[config.mk]
export PLATFORM = sky130hd
export DESIGN_NAME = xxh_ctrl
export DESIGN_NICKNAME = d
export VERILOG_FILES = /design/src/sv/xxh_pkg.sv /design/src/sv/xxh_ctrl.sv
export SDC_FILE = /design/constraint.sdc
export NUM_CORES = 1
export LEC_CHECK = 0
export ABC_AREA = 1
export ABC_CLOCK_PERIOD_IN_PS = 3250
export CORE_UTILIZATION = 30
export CTS_CLUSTER_SIZE = 8
export DETAILED_ROUTE_END_ITERATION = 12
export DONT_BUFFER_PORTS = 1
export HOLD_SLACK_MARGIN = 0.12
export PLACE_DENSITY = 0.43
export SKIP_CTS_REPAIR_TIMING = 1
export SYNTH_ARGS = -nofsm -noshare
export SYNTH_HDL_FRONTEND = slang
export SYNTH_SLANG_ARGS = --single-unit
[constraint.sdc]
create_clock -name clock -period 3.25 [get_ports clock]
set_input_delay 0.1625 -clock clock [delete_from_list [all_inputs] [get_ports clock]]
set_output_delay 0.1625 -clock clock [all_outputs]
set_load 0.02 [all_outputs]
[src/sv/xxh_pkg.sv]
// xxh_pkg: shared types, constants and helpers for the XXH64 hash engine.
// No dependencies; used by the controller, datapath and top level.
`default_nettype none

package xxh_pkg;

   localparam logic [63:0] P64_1 = 64'h9E3779B185EBCA87;
   localparam logic [63:0] P64_2 = 64'hC2B2AE3D27D4EB4F;
   localparam logic [63:0] P64_3 = 64'h165667B19E3779F9;
   localparam logic [63:0] P64_4 = 64'h85EBCA77C2B2AE63;
   localparam logic [63:0] P64_5 = 64'h27D4EB2F165667C5;

   localparam logic [3:0] WORD_BYTES = 4'd8;

   typedef enum logic [3:0] {
      OP_NOP,
      OP_STG_P2,
      OP_LANE_P2,
      OP_ROT31_P1,
      OP_RND_B,
      OP_MRG_H,
      OP_T8_H,
      OP_T4_A,
      OP_T4_H,
      OP_T1_A,
      OP_T1_H,
      OP_AV1,
      OP_AV2,
      OP_HSUM,
      OP_HSMALL,
      OP_HLEN_FIN
   } op_type;

   // OP_HLEN_FIN adds the length; the final load is marked by fin alone
   typedef struct packed {
      op_type     op;
      logic       fin;
      logic       take;
      logic [1:0] idx;
      logic [4:0] pos;
   } cmd_type;

   typedef struct packed {
      logic       mul_done;
      logic       wrap;
      logic       ge32;
      logic       rsp_full;
      logic [5:0] tail;
   } stat_type;

   typedef enum logic [4:0] {
      ST_IDLE,
      ST_RND_A,
      ST_RND_B,
      ST_DIG,
      ST_MRG_A,
      ST_MRG_B,
      ST_MRG_H,
      ST_HLEN,
      ST_TAIL,
      ST_T8_A,
      ST_T8_B,
      ST_T8_H,
      ST_T4_A,
      ST_T4_H,
      ST_T1_A,
      ST_T1_H,
      ST_AV1,
      ST_AV2,
      ST_FIN
   } state_type;

   function automatic logic [63:0] rotl(input logic [63:0] x, input int unsigned r);
      return (x << r) | (x >> (64 - r));
   endfunction

endpackage

`default_nettype wire

[src/sv/xxh_ctrl.sv]
// xxh_ctrl: sequencer for stripe rounds, lane merge, tail steps and avalanche.
// Depends on xxh_pkg.
`default_nettype none

module xxh_ctrl (
   input  wire logic              clock,
   input  wire logic              reset,
   input  wire logic              req_valid,
   input  wire logic              req_last,
   output logic                   req_ready,
   input  wire xxh_pkg::stat_type stat,
   output xxh_pkg::cmd_type       cmd
);

   xxh_pkg::state_type state_ff, state_in;
   logic [1:0] idx_ff, idx_in;
   logic [5:0] pos_ff, pos_in;
   logic [5:0] tail_ff, tail_in;
   logic       dig_ff, dig_in;
   logic [5:0] rem;
   logic       take;

   assign take = (state_ff == xxh_pkg::ST_IDLE) && req_valid;
   assign rem  = tail_ff - pos_ff;

   always_comb begin
      state_in = state_ff;
      idx_in   = idx_ff;
      pos_in   = pos_ff;
      tail_in  = tail_ff;
      dig_in   = dig_ff;
      case (state_ff)
         xxh_pkg::ST_IDLE: begin
            if (take) begin
               tail_in = stat.tail;
               dig_in  = req_last;
               idx_in  = 2'd0;
               if (stat.wrap) begin
                  state_in = xxh_pkg::ST_RND_A;
               end else if (req_last) begin
                  state_in = xxh_pkg::ST_DIG;
               end
            end
         end
         xxh_pkg::ST_RND_A: begin
            if (stat.mul_done) state_in = xxh_pkg::ST_RND_B;
         end
         xxh_pkg::ST_RND_B: begin
            if (stat.mul_done) begin
               idx_in = idx_ff + 2'd1;
               if (idx_ff != 2'd3) begin
                  state_in = xxh_pkg::ST_RND_A;
               end else if (dig_ff) begin
                  state_in = xxh_pkg::ST_DIG;
               end else begin
                  state_in = xxh_pkg::ST_IDLE;
               end
            end
         end
         xxh_pkg::ST_DIG: begin
            idx_in   = 2'd0;
            state_in = stat.ge32 ? xxh_pkg::ST_MRG_A : xxh_pkg::ST_HLEN;
         end
         xxh_pkg::ST_MRG_A: begin
            if (stat.mul_done) state_in = xxh_pkg::ST_MRG_B;
         end
         xxh_pkg::ST_MRG_B: begin
            if (stat.mul_done) state_in = xxh_pkg::ST_MRG_H;
         end
         xxh_pkg::ST_MRG_H: begin
            if (stat.mul_done) begin
               idx_in   = idx_ff + 2'd1;
               state_in = (idx_ff == 2'd3) ? xxh_pkg::ST_HLEN : xxh_pkg::ST_MRG_A;
            end
         end
         xxh_pkg::ST_HLEN: begin
            pos_in   = 6'd0;
            state_in = xxh_pkg::ST_TAIL;
         end
         xxh_pkg::ST_TAIL: begin
            if (rem >= 6'd8) begin
               state_in = xxh_pkg::ST_T8_A;
            end else if (rem >= 6'd4) begin
               state_in = xxh_pkg::ST_T4_A;
            end else if (rem != 6'd0) begin
               state_in = xxh_pkg::ST_T1_A;
            end else begin
               state_in = xxh_pkg::ST_AV1;
            end
         end
         xxh_pkg::ST_T8_A: begin
            if (stat.mul_done) state_in = xxh_pkg::ST_T8_B;
         end
         xxh_pkg::ST_T8_B: begin
            if (stat.mul_done) state_in = xxh_pkg::ST_T8_H;
         end
         xxh_pkg::ST_T8_H: begin
            if (stat.mul_done) begin
               pos_in   = pos_ff + 6'd8;
               state_in = xxh_pkg::ST_TAIL;
            end
         end
         xxh_pkg::ST_T4_A: begin
            if (stat.mul_done) state_in = xxh_pkg::ST_T4_H;
         end
         xxh_pkg::ST_T4_H: begin
            if (stat.mul_done) begin
               pos_in   = pos_ff + 6'd4;
               state_in = xxh_pkg::ST_TAIL;
            end
         end
         xxh_pkg::ST_T1_A: begin
            if (stat.mul_done) state_in = xxh_pkg::ST_T1_H;
         end
         xxh_pkg::ST_T1_H: begin
            if (stat.mul_done) begin
               pos_in   = pos_ff + 6'd1;
               state_in = xxh_pkg::ST_TAIL;
            end
         end
         xxh_pkg::ST_AV1: begin
            if (stat.mul_done) state_in = xxh_pkg::ST_AV2;
         end
         xxh_pkg::ST_AV2: begin
            if (stat.mul_done) state_in = xxh_pkg::ST_FIN;
         end
         xxh_pkg::ST_FIN: begin
            if (!stat.rsp_full) begin
               dig_in   = 1'b0;
               state_in = xxh_pkg::ST_IDLE;
            end
         end
         default: state_in = xxh_pkg::ST_IDLE;
      endcase
   end

   always_comb begin
      cmd.op   = xxh_pkg::OP_NOP;
      cmd.fin  = 1'b0;
      cmd.take = take;
      cmd.idx  = idx_ff;
      cmd.pos  = pos_ff[4:0];
      req_ready = (state_ff == xxh_pkg::ST_IDLE);
      case (state_ff)
         xxh_pkg::ST_RND_A: cmd.op = xxh_pkg::OP_STG_P2;
         xxh_pkg::ST_RND_B: cmd.op = xxh_pkg::OP_RND_B;
         xxh_pkg::ST_DIG:   cmd.op = stat.ge32 ? xxh_pkg::OP_HSUM : xxh_pkg::OP_HSMALL;
         xxh_pkg::ST_MRG_A: cmd.op = xxh_pkg::OP_LANE_P2;
         xxh_pkg::ST_MRG_B: cmd.op = xxh_pkg::OP_ROT31_P1;
         xxh_pkg::ST_MRG_H: cmd.op = xxh_pkg::OP_MRG_H;
         xxh_pkg::ST_HLEN:  cmd.op = xxh_pkg::OP_HLEN_FIN;
         xxh_pkg::ST_T8_A: begin
            cmd.op  = xxh_pkg::OP_STG_P2;
            cmd.idx = pos_ff[4:3];
         end
         xxh_pkg::ST_T8_B:  cmd.op = xxh_pkg::OP_ROT31_P1;
         xxh_pkg::ST_T8_H:  cmd.op = xxh_pkg::OP_T8_H;
         xxh_pkg::ST_T4_A: begin
            cmd.op  = xxh_pkg::OP_T4_A;
            cmd.idx = pos_ff[4:3];
         end
         xxh_pkg::ST_T4_H:  cmd.op = xxh_pkg::OP_T4_H;
         xxh_pkg::ST_T1_A:  cmd.op = xxh_pkg::OP_T1_A;
         xxh_pkg::ST_T1_H:  cmd.op = xxh_pkg::OP_T1_H;
         xxh_pkg::ST_AV1:   cmd.op = xxh_pkg::OP_AV1;
         xxh_pkg::ST_AV2:   cmd.op = xxh_pkg::OP_AV2;
         xxh_pkg::ST_FIN: begin
            // hash held while the previous result waits
            cmd.fin = !stat.rsp_full;
         end
         default: ;
      endcase
   end

   always_ff @(posedge clock) begin
      if (reset) begin
         state_ff <= xxh_pkg::ST_IDLE;
         dig_ff   <= 1'b0;
      end else begin
         state_ff <= state_in;
         dig_ff   <= dig_in;
      end
      idx_ff  <= idx_in;
      pos_ff  <= pos_in;
      tail_ff <= tail_in;
   end

endmodule

`default_nettype wire

== After elaboration in Yosys (flattened, before gate mapping) ==
Cells that the tools add are included.
Storage, ports and cells
  flip-flop bits (word level): 20
  word-level logic and storage cells: 106
Cells by class
  add/subtract/negate cells: 5
  $lt $le $gt $ge: 2
  equality and inequality tests: 39
  muxes and demuxes: 38
  reductions and logical operators: 17
Operator list (number)
  5-bit two-way mux: 19
  5-bit case mux with 17 select lines: 1
  4-bit case mux with 14 select lines: 1
  5-bit by 4-bit == test with 1-bit output, second input constant: 8
  2-bit inequality test, second input constant: 16
  6-bit case mux with 4 select lines: 1
  5-bit by 3-bit == test with 1-bit output, second input constant: 4
  6-bit two-way mux: 3
  2-bit two-way mux: 8
  5-bit == test, second input constant: 3
  15-bit AND reduction: 1
  5-bit by 2-bit == test with 1-bit output, second input constant: 2
  2-bit OR reduction: 4
  6-bit by 1-bit adder with 6-bit output, second input constant: 1
  6-bit by 3-bit adder with 6-bit output, second input constant: 1
  6-bit by 4-bit adder with 6-bit output, second input constant: 1
  6-bit by 3-bit greater-or-equal comparator with 1-bit output, second input constant: 1
  6-bit by 4-bit greater-or-equal comparator with 1-bit output, second input constant: 1
  2-bit by 1-bit inequality test with 1-bit output, second input constant: 3
  2-bit case mux with 3 select lines: 1
  3-bit AND reduction: 2
  6-bit nonzero test: 1
  6-bit subtractor: 1
  5-bit by 1-bit == test with 1-bit output, second input constant: 1
  14 further kinds: 16

== Longest topological paths before layout ==
Gate-level depths: netlist (run 1).
  word-level depth: 6
  depth in mapped cells: 15

== Worst setup path after synthesis (run 1) ==
Ideal clock, no wire load.
  path type: register to register
  start point: register pos_ff[3]
  end point: register state_ff[0]
  setup time: 0.116 ns
  arrival time: 1.608 ns
  required time: 3.134 ns
  setup slack: 1.526 ns
  cell stages (with the launch flop): 15
  path buffers: 0
  clock period less this slack: 1.724 ns
  cells stage by stage: edfxtp_1 inv_1 ha_1 nand2_1 inv_1 nand2_1 nand3_1 nand2_1 nand2_1 nor2_1 nand2_1 nand2_1 nand2_1 nand2_1 a21oi_1
On the way
  longest elaborated chain between the ends: 5
  elaborated cells on any way between the ends: 6
Ends and longest elaborated chain
  from (decl): RTL line xxh_ctrl.sv:17  | logic [5:0] pos_ff, pos_in;
  from (signal assigned): RTL line xxh_ctrl.sv:184  | pos_ff <= pos_in;
  6-bit subtractor (*): RTL line xxh_ctrl.sv:24  | assign rem = tail_ff - pos_ff;
  6-bit by 3-bit greater-or-equal comparator with 1-bit output: RTL line xxh_ctrl.sv:83  | end else if (rem >= 6'd4) begin
  5-bit two-way mux: RTL line xxh_ctrl.sv:83
  5-bit two-way mux (*): RTL line xxh_ctrl.sv:81  | if (rem >= 6'd8) begin
  5-bit case mux with 17 select lines (*): RTL line xxh_ctrl.sv:32  | case (state_ff)
  to (signal assigned): RTL line xxh_ctrl.sv:177  | state_ff <= xxh_pkg::ST_IDLE;
  to (signal assigned): RTL line xxh_ctrl.sv:180  | state_ff <= state_in;
  to (decl): RTL line xxh_ctrl.sv:15  | xxh_pkg::state_type state_ff, state_in;
Mark *: on every way between the ends. The rest lies on a longest branch, timed or not.
A chain may end at the register's enable or synchronous reset.

==> results of run 1 <==
-- metal layers --
| layer | vias up | GRT usage [%] |
|---|---|---|
| met2 | 49 | 23.9 |
| met3 | 4 | 3.48 |
| met5 | - | 0 |
| li1 | 902 | - |
| met4 | 0 | 3.57 |
| met1 | 779 | 22.7 |
-- cells in the final DEF, fill, tap and decap left out, types with 6 or more instances in the layout --
| cell type | instances |
|---|---|
| inv_1 | 40 |
| nand3_1 | 16 |
| nand2_1 | 60 |
| nor2_2 | 7 |
| a21oi_1 | 14 |
| dfxtp_1 | 6 |
| o21ai_0 | 7 |
| edfxtp_1 | 14 |
| inv_2 | 8 |
| nand2_2 | 7 |
| dlygate4sd3_1 | 8 |
| nor3_1 | 6 |
| nor2_1 | 37 |
| nand4_1 | 6 |
| ha_1 | 9 |
-- cell type report --
type | instances | area (um^2)
fillers | 659 | 3880
repair buffers | 9 | 87.6
flip-flops and latches | 20 | 541
inverters | 49 | 186
clock inverters | 1 | 30.0
well taps | 75 | 93.8
clock buffers | 3 | 41.3
multi-input cells | 198 | 1090
-- power by group through the flow --
stage / sequential, mW / clock [mW] / combinational, mW
floorplan: 0.370 / 0 / 0.541
global placement: 0.405 / 0 / 0.644
detailed placement: 0.404 / 0 / 0.634
CTS: 0.398 / 0.267 / 0.637
global route: 0.408 / 0.277 / 0.721
finish: 0.399 / 0.259 / 0.640
-- cells by family after synthesis --
group           after synthesis
buf+inv                      56
xor+xnor                      3
simple gates                151
flops                        20
fa+ha+maj                     9
compound gates               35
-- worst max-delay path, stage by stage (launching register included) --
cell and delay [ps]:
dfxtp_1 620, nor2_2 130, nand2_1 120, nor2_1 90, a21oi_4 170, nand2_1 60, or4_1 670
-- state kept, by name, summed over array words and instances (netlist names) --
signal	flops
idx_ff	2
dig_ff	1
pos_ff	6
tail_ff	6
state_ff	5
-- how the worst min path moves through the flow --
| stage | endpoint | cells after the start | slack [ps] | startpoint |
|---|---|---|---|---|
| after global routing | dig_ff$_SDFFE_PP0P_ | 3 | 190 | stat[6] |
| final | dig_ff$_SDFFE_PP0P_ | 3 | 150 | stat[6] |
| after floorplan | state_ff[0]$_SDFFE_PP0P_ | 1 | 230 | reset |
| after CTS | state_ff[3]$_SDFFE_PP0P_ | 1 | -50 | reset |
| after global placement | state_ff[2]$_SDFFE_PP0P_ | 1 | 230 | reset |
| after detailed placement | state_ff[3]$_SDFFE_PP0P_ | 1 | 240 | reset |
==> results.py, run 1 <==
metrics = {
    "placed_design": {
        "hpwl_reported_at_the_end_of_detailed_placement_um": 3960,
        "port_buffers": 0,
        "placement.setup.worst_slack_ps": 1050,
        "placed_cells": 343,
        "gp_congestion": 0.893,
        "detailed_place.area_mm2": 0.00192,
    },
    "cts": {
        "cts-root-buf": "clkbuf_8",
        "cts_tree": "yes",
        "clk_pin_slew_worst_paths_ps": 80,
        "cts.sinks": 20,
        "cts-htree-levels": 1,
        "cts-buffers-inserted": 3,
        "clock_insertion_delay_worst_skew_ps": 270,
        "clk_path_buf_depth": 2,
    },
    "synthesis": {
        "post_synth_instance_area_mm2": 0.00187,
        "synth_fa_ha_area_share_pct": 6.02,
        "synth.top_cells.by_area": "edfxtp_1 22%, nand2_1 12%, inv_1 8.0%, nor2_1 7.4%, dfxtp_1 6.4%",
        "yosysWarnings": 0,
        "yosys.area_share.xor_xnor_pct": 1.40,
        "muxShareOfSynthArea_pct": 0,
        "compound_cell_area_share_of_the_yosys_netlist_pct": 11.7,
        "synth_edf_count": 14,
        "postSynthAreaPerCell_um2": 6.83,
        "fraction_of_the_mapped_netlist_area_in_simple_logic_gates_pct": 39.2,
        "post-synth-top-area-fraction_pct": 22.5,
        "netlist_top_cells_count": "60 x nand2_1, 40 x inv_1, 37 x nor2_1",
        "seq_area_frac_synth_pct": 28.9,
        "ys_async_sr_fraction_pct": 0,
        "syn_nets": 297,
        "synth.most_common_cell": "nand2_1",
        "ys_seq_elements": 20,
        "synthDominantAreaCellType": "edfxtp_1",
        "synthDistinctLibCells": 36,
        "synth_flop_cell": "edfxtp_1",
        "netlist_instances": 274,
        "largest_family_of_logic_cells_by_synthesized_area": "simple AND/OR/NAND/NOR gates",
    },
    "grt": {
        "global_route.overflow_total": 0,
        "grtUsageTotal_pct": 15.8,
        "grt_pass1_vias": 1535,
        "number_of_antenna_violations_at_the_first_check_in_global_routing": 0,
        "global_route_wire_length_before_repair_um": 7800,
        "maximum_number_of_pins_on_one_net_before_global_route_repair": 13,
    },
    "sta": {
        "count_of_final_setup_violators": 0,
        "final_critical_path_setup_slack_ps": 953,
        "clock_skew_ps": 4.79,
        "fmax_mhz": 435,
        "tightest_slew_ps": 481,
        "max-slew-margin-rel_pct": 67.6,
        "fin_crit_sh_pct": 70.7,
        "unrepaired_setup_endpoints_after_global_routing": "no",
        "hold_slack_ps": 147,
        "report.final.slew_viol_count": 0,
        "timing.final.hold_violations": 0,
        "finalWorstPathRequiredPeriod_ps": 2300,
        "timing.setup.tns_ps": 0,
    },
    "worst_setup_path": {
        "worst-path-max-fanout": 9,
        "critPathCapture": "cmd[10]",
        "worstSetupStartpoint": "state_ff[0]$_SDFFE_PP0P_",
        "r2r.worst_path.cells": 13,
        "startpoint_of_the_lowest_slack_register_to_register_path": "pos_ff[3]$_DFFE_PP_",
        "cp_data_arrival_time_ps": 2130,
        "worst_ep_required_time_ps": 3090,
        "critical_path.endpoint_type": "primary output",
        "rrSetupSlack_ps": 1010,
        "reg2reg_to": "state_ff[1]$_SDFFE_PP0P_",
        "timing_worst_setup_path_type": "register to primary output",
        "startpoint_type": "register",
    },
    "run_status": {
        "run_status": "finished, final reports clean",
    },
    "route": {
        "detailed_routed_wire_length_on_met3_um": 289,
        "first_pass_iters": 4,
        "wl_um": 4850,
        "ant_nets": 0,
        "drc": 0,
        "wl_per_cell_um": 13.7,
        "via_per_inst": 4.88,
        "amount_of_wire_on_met2_after_detailed_routing_um": 2120,
        "drt_first_iter_violations": 159,
        "via_count": 1734,
        "drt-met1-wl_um": 2400,
        "top_layer_used": "met4",
    },
    "floorplanning": {
        "die_area_mm2": 0.00655,
        "core_mm2": 0.00596,
        "die-width_um": 81.0,
        "io_pins": 28,
        "die-height_um": 81.0,
        "rows": 28,
        "initial_core_util_pct": 31.4,
    },
    "layout": {
        "final_core_util_pct": 34.8,
        "count_of_antenna_diodes_in_the_layout": 0,
        "fin_area_mm2": 0.00207,
        "fin_cells": 355,
        "final_nets": 304,
        "drive_above_1_share_pct": 13.6,
        "synthToLayoutAreaGrowth_pct": 10.7,
    },
    "power": {
        "power_density_over_cell_area_mw_per_mm2": 626,
        "worst_supply_voltage_drop_on_vdd_mv": 0.332,
        "power_switching_share_pct": 46.2,
        "clock_power_share_pct": 20.0,
        "total_power_mw": 1.30,
        "power.internal_mw": 0.698,
        "combPwrFrac_pct": 49.3,
        "p_sw_mw": 0.599,
        "seqPwrFrac_pct": 30.7,
        "p_leak_nw": 1.01,
    },
    "hold_path": {
        "timing.hold.worst.class": "input port to register",
    },
    "run": {
        "maxCapViolations": 0,
    },
}
(Power assumes the default switching activity.)
==> inputs of run 2 (changes only) <==
--- a/config.mk
+++ b/config.mk
@@ -5,8 +5,8 @@
 export SDC_FILE = /design/constraint.sdc
 export NUM_CORES = 1
 export LEC_CHECK = 0
-export ABC_AREA = 1
-export ABC_CLOCK_PERIOD_IN_PS = 3250
+export ABC_AREA = 0
+export ABC_CLOCK_PERIOD_IN_PS = 2200
 export CORE_UTILIZATION = 30
 export CTS_CLUSTER_SIZE = 8
 export DETAILED_ROUTE_END_ITERATION = 12
==> constraint.sdc (replaced) <==
create_clock -name clock -period 2.2 [get_ports clock]
set_input_delay 0.11 -clock clock [delete_from_list [all_inputs] [get_ports clock]]
set_output_delay 0.11 -clock clock [all_outputs]
set_load 0.02 [all_outputs]
==> run 2 against run 1 <==
Clock power grew 51%. Worst hold slack gained 13 ps. Synthesized cell count shrank 14%. Cell area grew 7.3%. Clock skew grew 1.6 ps. Combinational power grew 97%. Sequential power grew 45%. Critical path type is now register to register. Critical endpoint is now state_ff[1]$_SDFFE_PP0P_. Largest cell class unchanged. Largest power group unchanged.
==> results.py, run 2 <==
metrics = {
    "worst_setup_path": {
        "r2r.worst_path.cells": 7,
        "timing_worst_setup_path_type": "register to register",
        "cp_data_arrival_time_ps": 2330,
        "startpoint_of_the_lowest_slack_register_to_register_path": "pos_ff[4]$_DFFE_PP_",
        "reg2reg_to": "state_ff[1]$_SDFFE_PP0P_",
        "critPathCapture": "state_ff[1]$_SDFFE_PP0P_",
        "worstSetupStartpoint": "pos_ff[4]$_DFFE_PP_",
        "critical_path.endpoint_type": "register",
        "startpoint_type": "register",
        "worst-path-max-fanout": 2,
        "worst_ep_required_time_ps": 2420,
        "rrSetupSlack_ps": 90,
    },
    "grt": {
        "number_of_antenna_violations_at_the_first_check_in_global_routing": 0,
        "grt_pass1_vias": 1593,
        "grtUsageTotal_pct": 16.8,
        "global_route_track_usage_on_met3_pct": 3.37,
        "groute.layer.met2.usage_pct": 26.6,
        "global_route.overflow_total": 0,
        "global_route_wire_length_before_repair_um": 8370,
        "maximum_number_of_pins_on_one_net_before_global_route_repair": 24,
        "met1_usage_pct": 24.0,
        "grt_busiest_layer": "met2",
    },
    "synthesis": {
        "netlist_instances": 236,
        "syn_nets": 259,
        "synthDistinctLibCells": 56,
        "post_synth_instance_area_mm2": 0.00187,
        "postSynthAreaPerCell_um2": 7.93,
        "synth.top_cells.by_area": "edfxtp_1 22%, dfxtp_1 6.4%, ha_1 6.0%, nor2_1 5.0%, nand2_1 4.8%",
        "yosysWarnings": 0,
        "ys_async_sr_fraction_pct": 0,
        "synthDominantAreaCellType": "edfxtp_1",
        "post-synth-top-area-fraction_pct": 22.5,
        "ys_seq_elements": 20,
        "synth_edf_count": 14,
        "synth.most_common_cell": "nor2_1",
        "synth_flop_cell": "edfxtp_1",
        "seq_area_frac_synth_pct": 28.9,
        "netlist_top_cells_count": "25 x nor2_1, 24 x nand2_1, 17 x o21ai_0",
    },
    "hold_path": {
        "hold_depth": 2,
        "timing.hold.worst.class": "input port to register",
    },
    "route": {
        "via_per_inst": 5.40,
        "wl_per_cell_um": 16.1,
        "ant_nets": 0,
        "via_count": 1772,
        "drt_first_iter_violations": 116,
        "wl_um": 5270,
        "drc": 0,
        "first_pass_iters": 5,
    },
    "power": {
        "power_density_over_cell_area_mw_per_mm2": 1000,
        "power_switching_share_pct": 42.9,
        "clock_power_share_pct": 17.5,
        "p_sw_mw": 0.957,
        "worst_supply_voltage_drop_on_vdd_mv": 0.398,
        "p_leak_nw": 0.852,
        "seqPwrFrac_pct": 25.9,
        "power.internal_mw": 1.27,
        "combPwrFrac_pct": 56.7,
    },
    "sta": {
        "clock_skew_ps": 6.41,
        "timing.setup.tns_ps": 0,
        "count_of_final_setup_violators": 0,
        "fmax_mhz": 474,
        "hold_slack_ps": 160,
        "report.final.slew_viol_count": 0,
        "fin_crit_sh_pct": 95.9,
        "timing.final.hold_violations": 0,
        "max-slew-margin-rel_pct": 51.1,
        "tightest_slew_ps": 727,
        "finalWorstPathRequiredPeriod_ps": 2110,
    },
    "cts": {
        "clk_pin_slew_worst_paths_ps": 90,
        "clk_path_buf_depth": 2,
        "cts.sinks": 20,
        "cts_tree": "yes",
        "clock_insertion_delay_worst_skew_ps": 270,
        "cts-buffers-inserted": 3,
        "cts-root-buf": "clkbuf_8",
        "cts-htree-levels": 1,
    },
    "layout": {
        "most_common_cell_after_layout_fill_and_taps_aside": "buf_4",
        "final_core_util_pct": 37.3,
        "drive_above_1_share_pct": 17.4,
        "largest_registers": "pos_ff: 6 flops, tail_ff: 6 flops, state_ff: 5 flops",
        "count_of_antenna_diodes_in_the_layout": 0,
        "commonest_cells_after_routing_fill_and_taps_aside": "30 x buf_4, 25 x nor2_1, 24 x nand2_1",
        "final_nets": 277,
        "synthToLayoutAreaGrowth_pct": 18.7,
    },
    "placed_design": {
        "hpwl_reported_at_the_end_of_detailed_placement_um": 4060,
        "port_buffers": 0,
        "gp_congestion": 0.805,
    },
    "run": {
        "maxCapViolations": 0,
    },
    "floorplanning": {
        "initial_core_util_pct": 31.4,
        "rows": 28,
        "die-height_um": 81.0,
        "die_area_mm2": 0.00655,
        "io_pins": 28,
        "core_mm2": 0.00596,
        "die-width_um": 81.0,
    },
    "run_status": {
        "run_status": "finished, final reports clean",
    },
}
## run 2: how the worst min path moves through the flow
stage,end,startpoint,slack [ps]
after floorplan,tail_ff[0]$_DFFE_PP_,stat[0],210
after global placement,dig_ff$_SDFFE_PP0P_,reset,180
after detailed placement,dig_ff$_SDFFE_PP0P_,reset,180
after CTS,dig_ff$_SDFFE_PP0P_,reset,-110
after global routing,state_ff[4]$_SDFFE_PP0P_,reset,170
final,state_ff[4]$_SDFFE_PP0P_,reset,160
## run 2: cell families (layout without fill, tap and decap cells)
| logic type | count (synthesis) | after routing | share of synthesized area (%) |
|---|---|---|---|
| muxes | 3 | 3 | 1.61 |
| adders and majority gates | 9 | 9 | 6.02 |
| and+or+nand+nor | 98 | 98 | 25.8 |
| xor gates and xnor gates | 8 | 8 | 4.48 |
| DFF | 20 | 20 | 28.9 |
| AOI/OAI and AO/OA | 65 | 65 | 24.7 |
| buffers and inverters | 33 | 50 | 8.43 |
## run 2: worst max-delay path, cell delays in order, from the launching register on
cell and delay [ps]:
edfxtp_1 410, inv_2 70, ha_1 140, xnor3_1 360, or3_1 340, or2_1 250, a211o_1 310, o2bb2a_4 180
## run 2: metal layers
metal  part of all wire (%)  routed length [um]  up-vias
li1                       -                   -      893
met1                     50                2620      836
met2                     45                2390       41
met3                    4.5                 235        2
met4                   0.38                  20        0
met5                      0                   0        -
## run 2: final cells by class
type                       count  area, um^2
timing repair buffer          38         305
inverter                       8        30.0
sequential                    20         543
fill                         637        3730
tap                           75        93.8
clock inverter                 1        30.0
multi-input combinational    183        1180
clock buffer                   3        41.3
## run 2: per-stage QoR
step	cell area, um^2	power (mW)	std cells	setup WS, ps
after floorplan	1870	1.47	236	128
after global placement	2060	1.84	316	87.6
after detailed placement	2060	1.83	316	56.2
after CTS	2130	2.22	320	26.5
after global routing	2220	2.41	328	-17.8
final	2220	2.23	328	89.4
## run 2: power by group through the flow
stage / registers [mW] / clock network (mW) / logic (mW)
floorplan: 0.523 / 0 / 0.952
global route: 0.589 / 0.410 / 1.41
global placement: 0.589 / 0 / 1.25
CTS: 0.578 / 0.400 / 1.25
detailed placement: 0.586 / 0 / 1.24
finish: 0.577 / 0.390 / 1.26
==> inputs of run 3 (changes only) <==
--- a/config.mk
+++ b/config.mk
@@ -5,7 +5,7 @@
 export SDC_FILE = /design/constraint.sdc
 export NUM_CORES = 1
 export LEC_CHECK = 0
-export ABC_AREA = 0
+export ABC_AREA = 1
 export ABC_CLOCK_PERIOD_IN_PS = 2200
 export CORE_UTILIZATION = 30
 export CTS_CLUSTER_SIZE = 8
@@ -13,6 +13,7 @@
 export DONT_BUFFER_PORTS = 1
 export HOLD_SLACK_MARGIN = 0.12
 export PLACE_DENSITY = 0.43
+export REMOVE_ABC_BUFFERS = 1
 export SKIP_CTS_REPAIR_TIMING = 1
 export SYNTH_ARGS = -nofsm -noshare
 export SYNTH_HDL_FRONTEND = slang
==> run 3 against run 2 <==
Routed wire length shrank 6.2%. Final cell count grew 11%. Clock-buffer cell count is the same. Non-clock buffer count shrank 21. Total power shrank 13%. Via count shrank 2.0%. Clock power shrank 1%. Die area is the same. Sequential power grew 3%. Largest power group unchanged. Largest cell class unchanged. Register-to-register slack gained 130 ps.
==> results.py, run 3 (synthesized netlist as in run 1, its figures left out) <==
metrics = {
    "layout": {
        "fin_cells": 363,
        "largest_registers": "pos_ff: 6 flops, tail_ff: 6 flops, state_ff: 5 flops",
        "commonest_cells_after_routing_fill_and_taps_aside": "60 x nand2_1, 40 x inv_1, 37 x nor2_1",
        "final_nets": 312,
        "drive_above_1_share_pct": 16.3,
        "fin_area_mm2": 0.00214,
        "synthToLayoutAreaGrowth_pct": 14.2,
        "count_of_antenna_diodes_in_the_layout": 0,
        "total_of_fill_cells_in_the_finished_design": 656,
        "most_common_cell_after_layout_fill_and_taps_aside": "nand2_1",
    },
    "sta": {
        "report.final.slew_viol_count": 0,
        "count_of_final_setup_violators": 0,
        "tightest_slew_ps": 493,
        "clock_skew_ps": 3.31,
        "hold_slack_ps": 174,
        "fmax_mhz": 496,
        "finalWorstPathRequiredPeriod_ps": 2020,
        "timing.setup.tns_ps": 0,
        "timing.final.hold_violations": 0,
        "fin_crit_sh_pct": 91.7,
        "unrepaired_setup_endpoints_after_global_routing": "no",
        "max-slew-margin-rel_pct": 66.8,
    },
    "cts": {
        "clk_pin_slew_worst_paths_ps": 90,
        "cts-root-buf": "clkbuf_8",
        "cts.sinks": 20,
        "cts-htree-levels": 1,
        "cts-buffers-inserted": 3,
        "clk_path_buf_depth": 2,
        "clock_insertion_delay_worst_skew_ps": 260,
        "cts_tree": "yes",
    },
    "placed_design": {
        "detailed_place.area_mm2": 0.00197,
        "placed_cells": 350,
        "gp_congestion": 0.874,
        "hpwl_reported_at_the_end_of_detailed_placement_um": 4050,
        "port_buffers": 0,
    },
    "worst_setup_path": {
        "critical_path_depth": 6,
        "startpoint_type": "register",
        "worst-path-max-fanout": 9,
        "r2r.worst_path.cells": 4,
        "crit_chain": "nor2_2 > nand2_1 > nor2_1 > a21oi_4 > nand2_1 > or4_1",
        "worst_path_largest_cell_delay_ps": 660,
        "worstSetupStartpoint": "state_ff[0]$_SDFFE_PP0P_",
        "startpoint_of_the_lowest_slack_register_to_register_path": "state_ff[3]$_SDFFE_PP0P_",
        "rrSetupSlack_ps": 220,
        "critPathCapture": "cmd[10]",
        "cpLargestDelayFamily": "simple AND/OR/NAND/NOR gates",
        "cp.buffers_inverters": 0,
        "worst_ep_required_time_ps": 2090,
        "cp_common_cell": "nand2_1",
        "slowest_stage": "or4_1",
        "cp_data_arrival_time_ps": 1910,
        "reg2reg_to": "pos_ff[1]$_DFFE_PP_",
        "timing_worst_setup_path_type": "register to primary output",
        "critical_path.endpoint_type": "primary output",
    },
    "floorplanning": {
        "rows": 28,
        "die-height_um": 81.0,
        "core_mm2": 0.00596,
        "die-width_um": 81.0,
        "initial_core_util_pct": 31.4,
        "io_pins": 28,
        "die_area_mm2": 0.00655,
    },
    "power": {
        "worst_supply_voltage_drop_on_vdd_mv": 0.356,
        "total_power_mw": 1.93,
        "power_switching_share_pct": 46.1,
        "p_leak_nw": 1.04,
        "clock_power_share_pct": 19.9,
        "power_density_over_cell_area_mw_per_mm2": 904,
        "power.internal_mw": 1.04,
        "p_sw_mw": 0.891,
        "combPwrFrac_pct": 49.3,
        "seqPwrFrac_pct": 30.7,
    },
    "run_status": {
        "run_status": "finished, final reports clean",
    },
    "route": {
        "via_per_inst": 4.78,
        "wl_per_cell_um": 13.6,
        "wl_um": 4940,
        "first_pass_iters": 4,
        "via_count": 1736,
        "ant_nets": 0,
        "drt_first_iter_violations": 65,
        "drc": 0,
    },
    "grt": {
        "number_of_antenna_violations_at_the_first_check_in_global_routing": 0,
        "global_route_wire_length_before_repair_um": 7980,
        "global_route.overflow_total": 0,
        "maximum_number_of_pins_on_one_net_before_global_route_repair": 13,
        "grtUsageTotal_pct": 16.1,
        "grt_pass1_vias": 1678,
    },
    "hold_path": {
        "timing.hold.worst.class": "input port to register",
    },
    "run": {
        "maxCapViolations": 0,
    },
}
## run 3: area by class of cell
type / count / area, um^2 / area share, %
Tap cell: 75 / 93.8 / 4.39
Sequential cell: 20 / 543 / 25.4
Inverter: 49 / 186 / 8.73
Timing Repair Buffer: 17 / 150 / 7.03
Clock inverter: 1 / 30.0 / 1.41
Clock buffer: 3 / 41.3 / 1.93
Multi-Input combinational cell: 198 / 1090 / 51.1
## run 3: per-stage QoR
stage | utilization (%) | setup WS [ps]
after floorplan | - | 324
after global placement | 33.1 | 215
after detailed placement | 33.1 | 217
after CTS | 34.3 | 15.7
after global routing | 35.9 | 20.6
final | 35.9 | 183
## run 3: worst min path at each step
stage | startpoint | end | slack (ps) | depth (start not counted)
2_1_floorplan | reset | state_ff[0]$_SDFFE_PP0P_ | 180 | 1
3_3_place_gp | reset | state_ff[0]$_SDFFE_PP0P_ | 180 | 1
3_5_place_dp | reset | state_ff[2]$_SDFFE_PP0P_ | 180 | 1
4_1_cts | reset | state_ff[2]$_SDFFE_PP0P_ | -110 | 1
5_1_grt | req_valid | dig_ff$_SDFFE_PP0P_ | 190 | 4
6_report | req_valid | dig_ff$_SDFFE_PP0P_ | 170 | 4
## run 3: worst reg2reg max path: stages, from the launching register on
cell and delay [ps]:
dfxtp_1 540, nand2_2 170, nor2_2 300, nor2_1 160
nor4_1 460
## run 3: layer usage
layer | GRT usage, % | routed length (um)
met2 | 27.6 | 2260
met3 | 3.60 | 240
met4 | 3.75 | 48
met1 | 20.2 | 2390
met5 | 0 | 0
## run 3: power groups by stage
stage | Sequential, mW | Combinational, mW | Clock, mW
floorplan | 0.572 | 0.748 | 0
global placement | 0.595 | 0.957 | 0
detailed placement | 0.595 | 0.941 | 0
CTS | 0.587 | 0.947 | 0.394
global route | 0.603 | 1.08 | 0.415
finish | 0.593 | 0.952 | 0.385
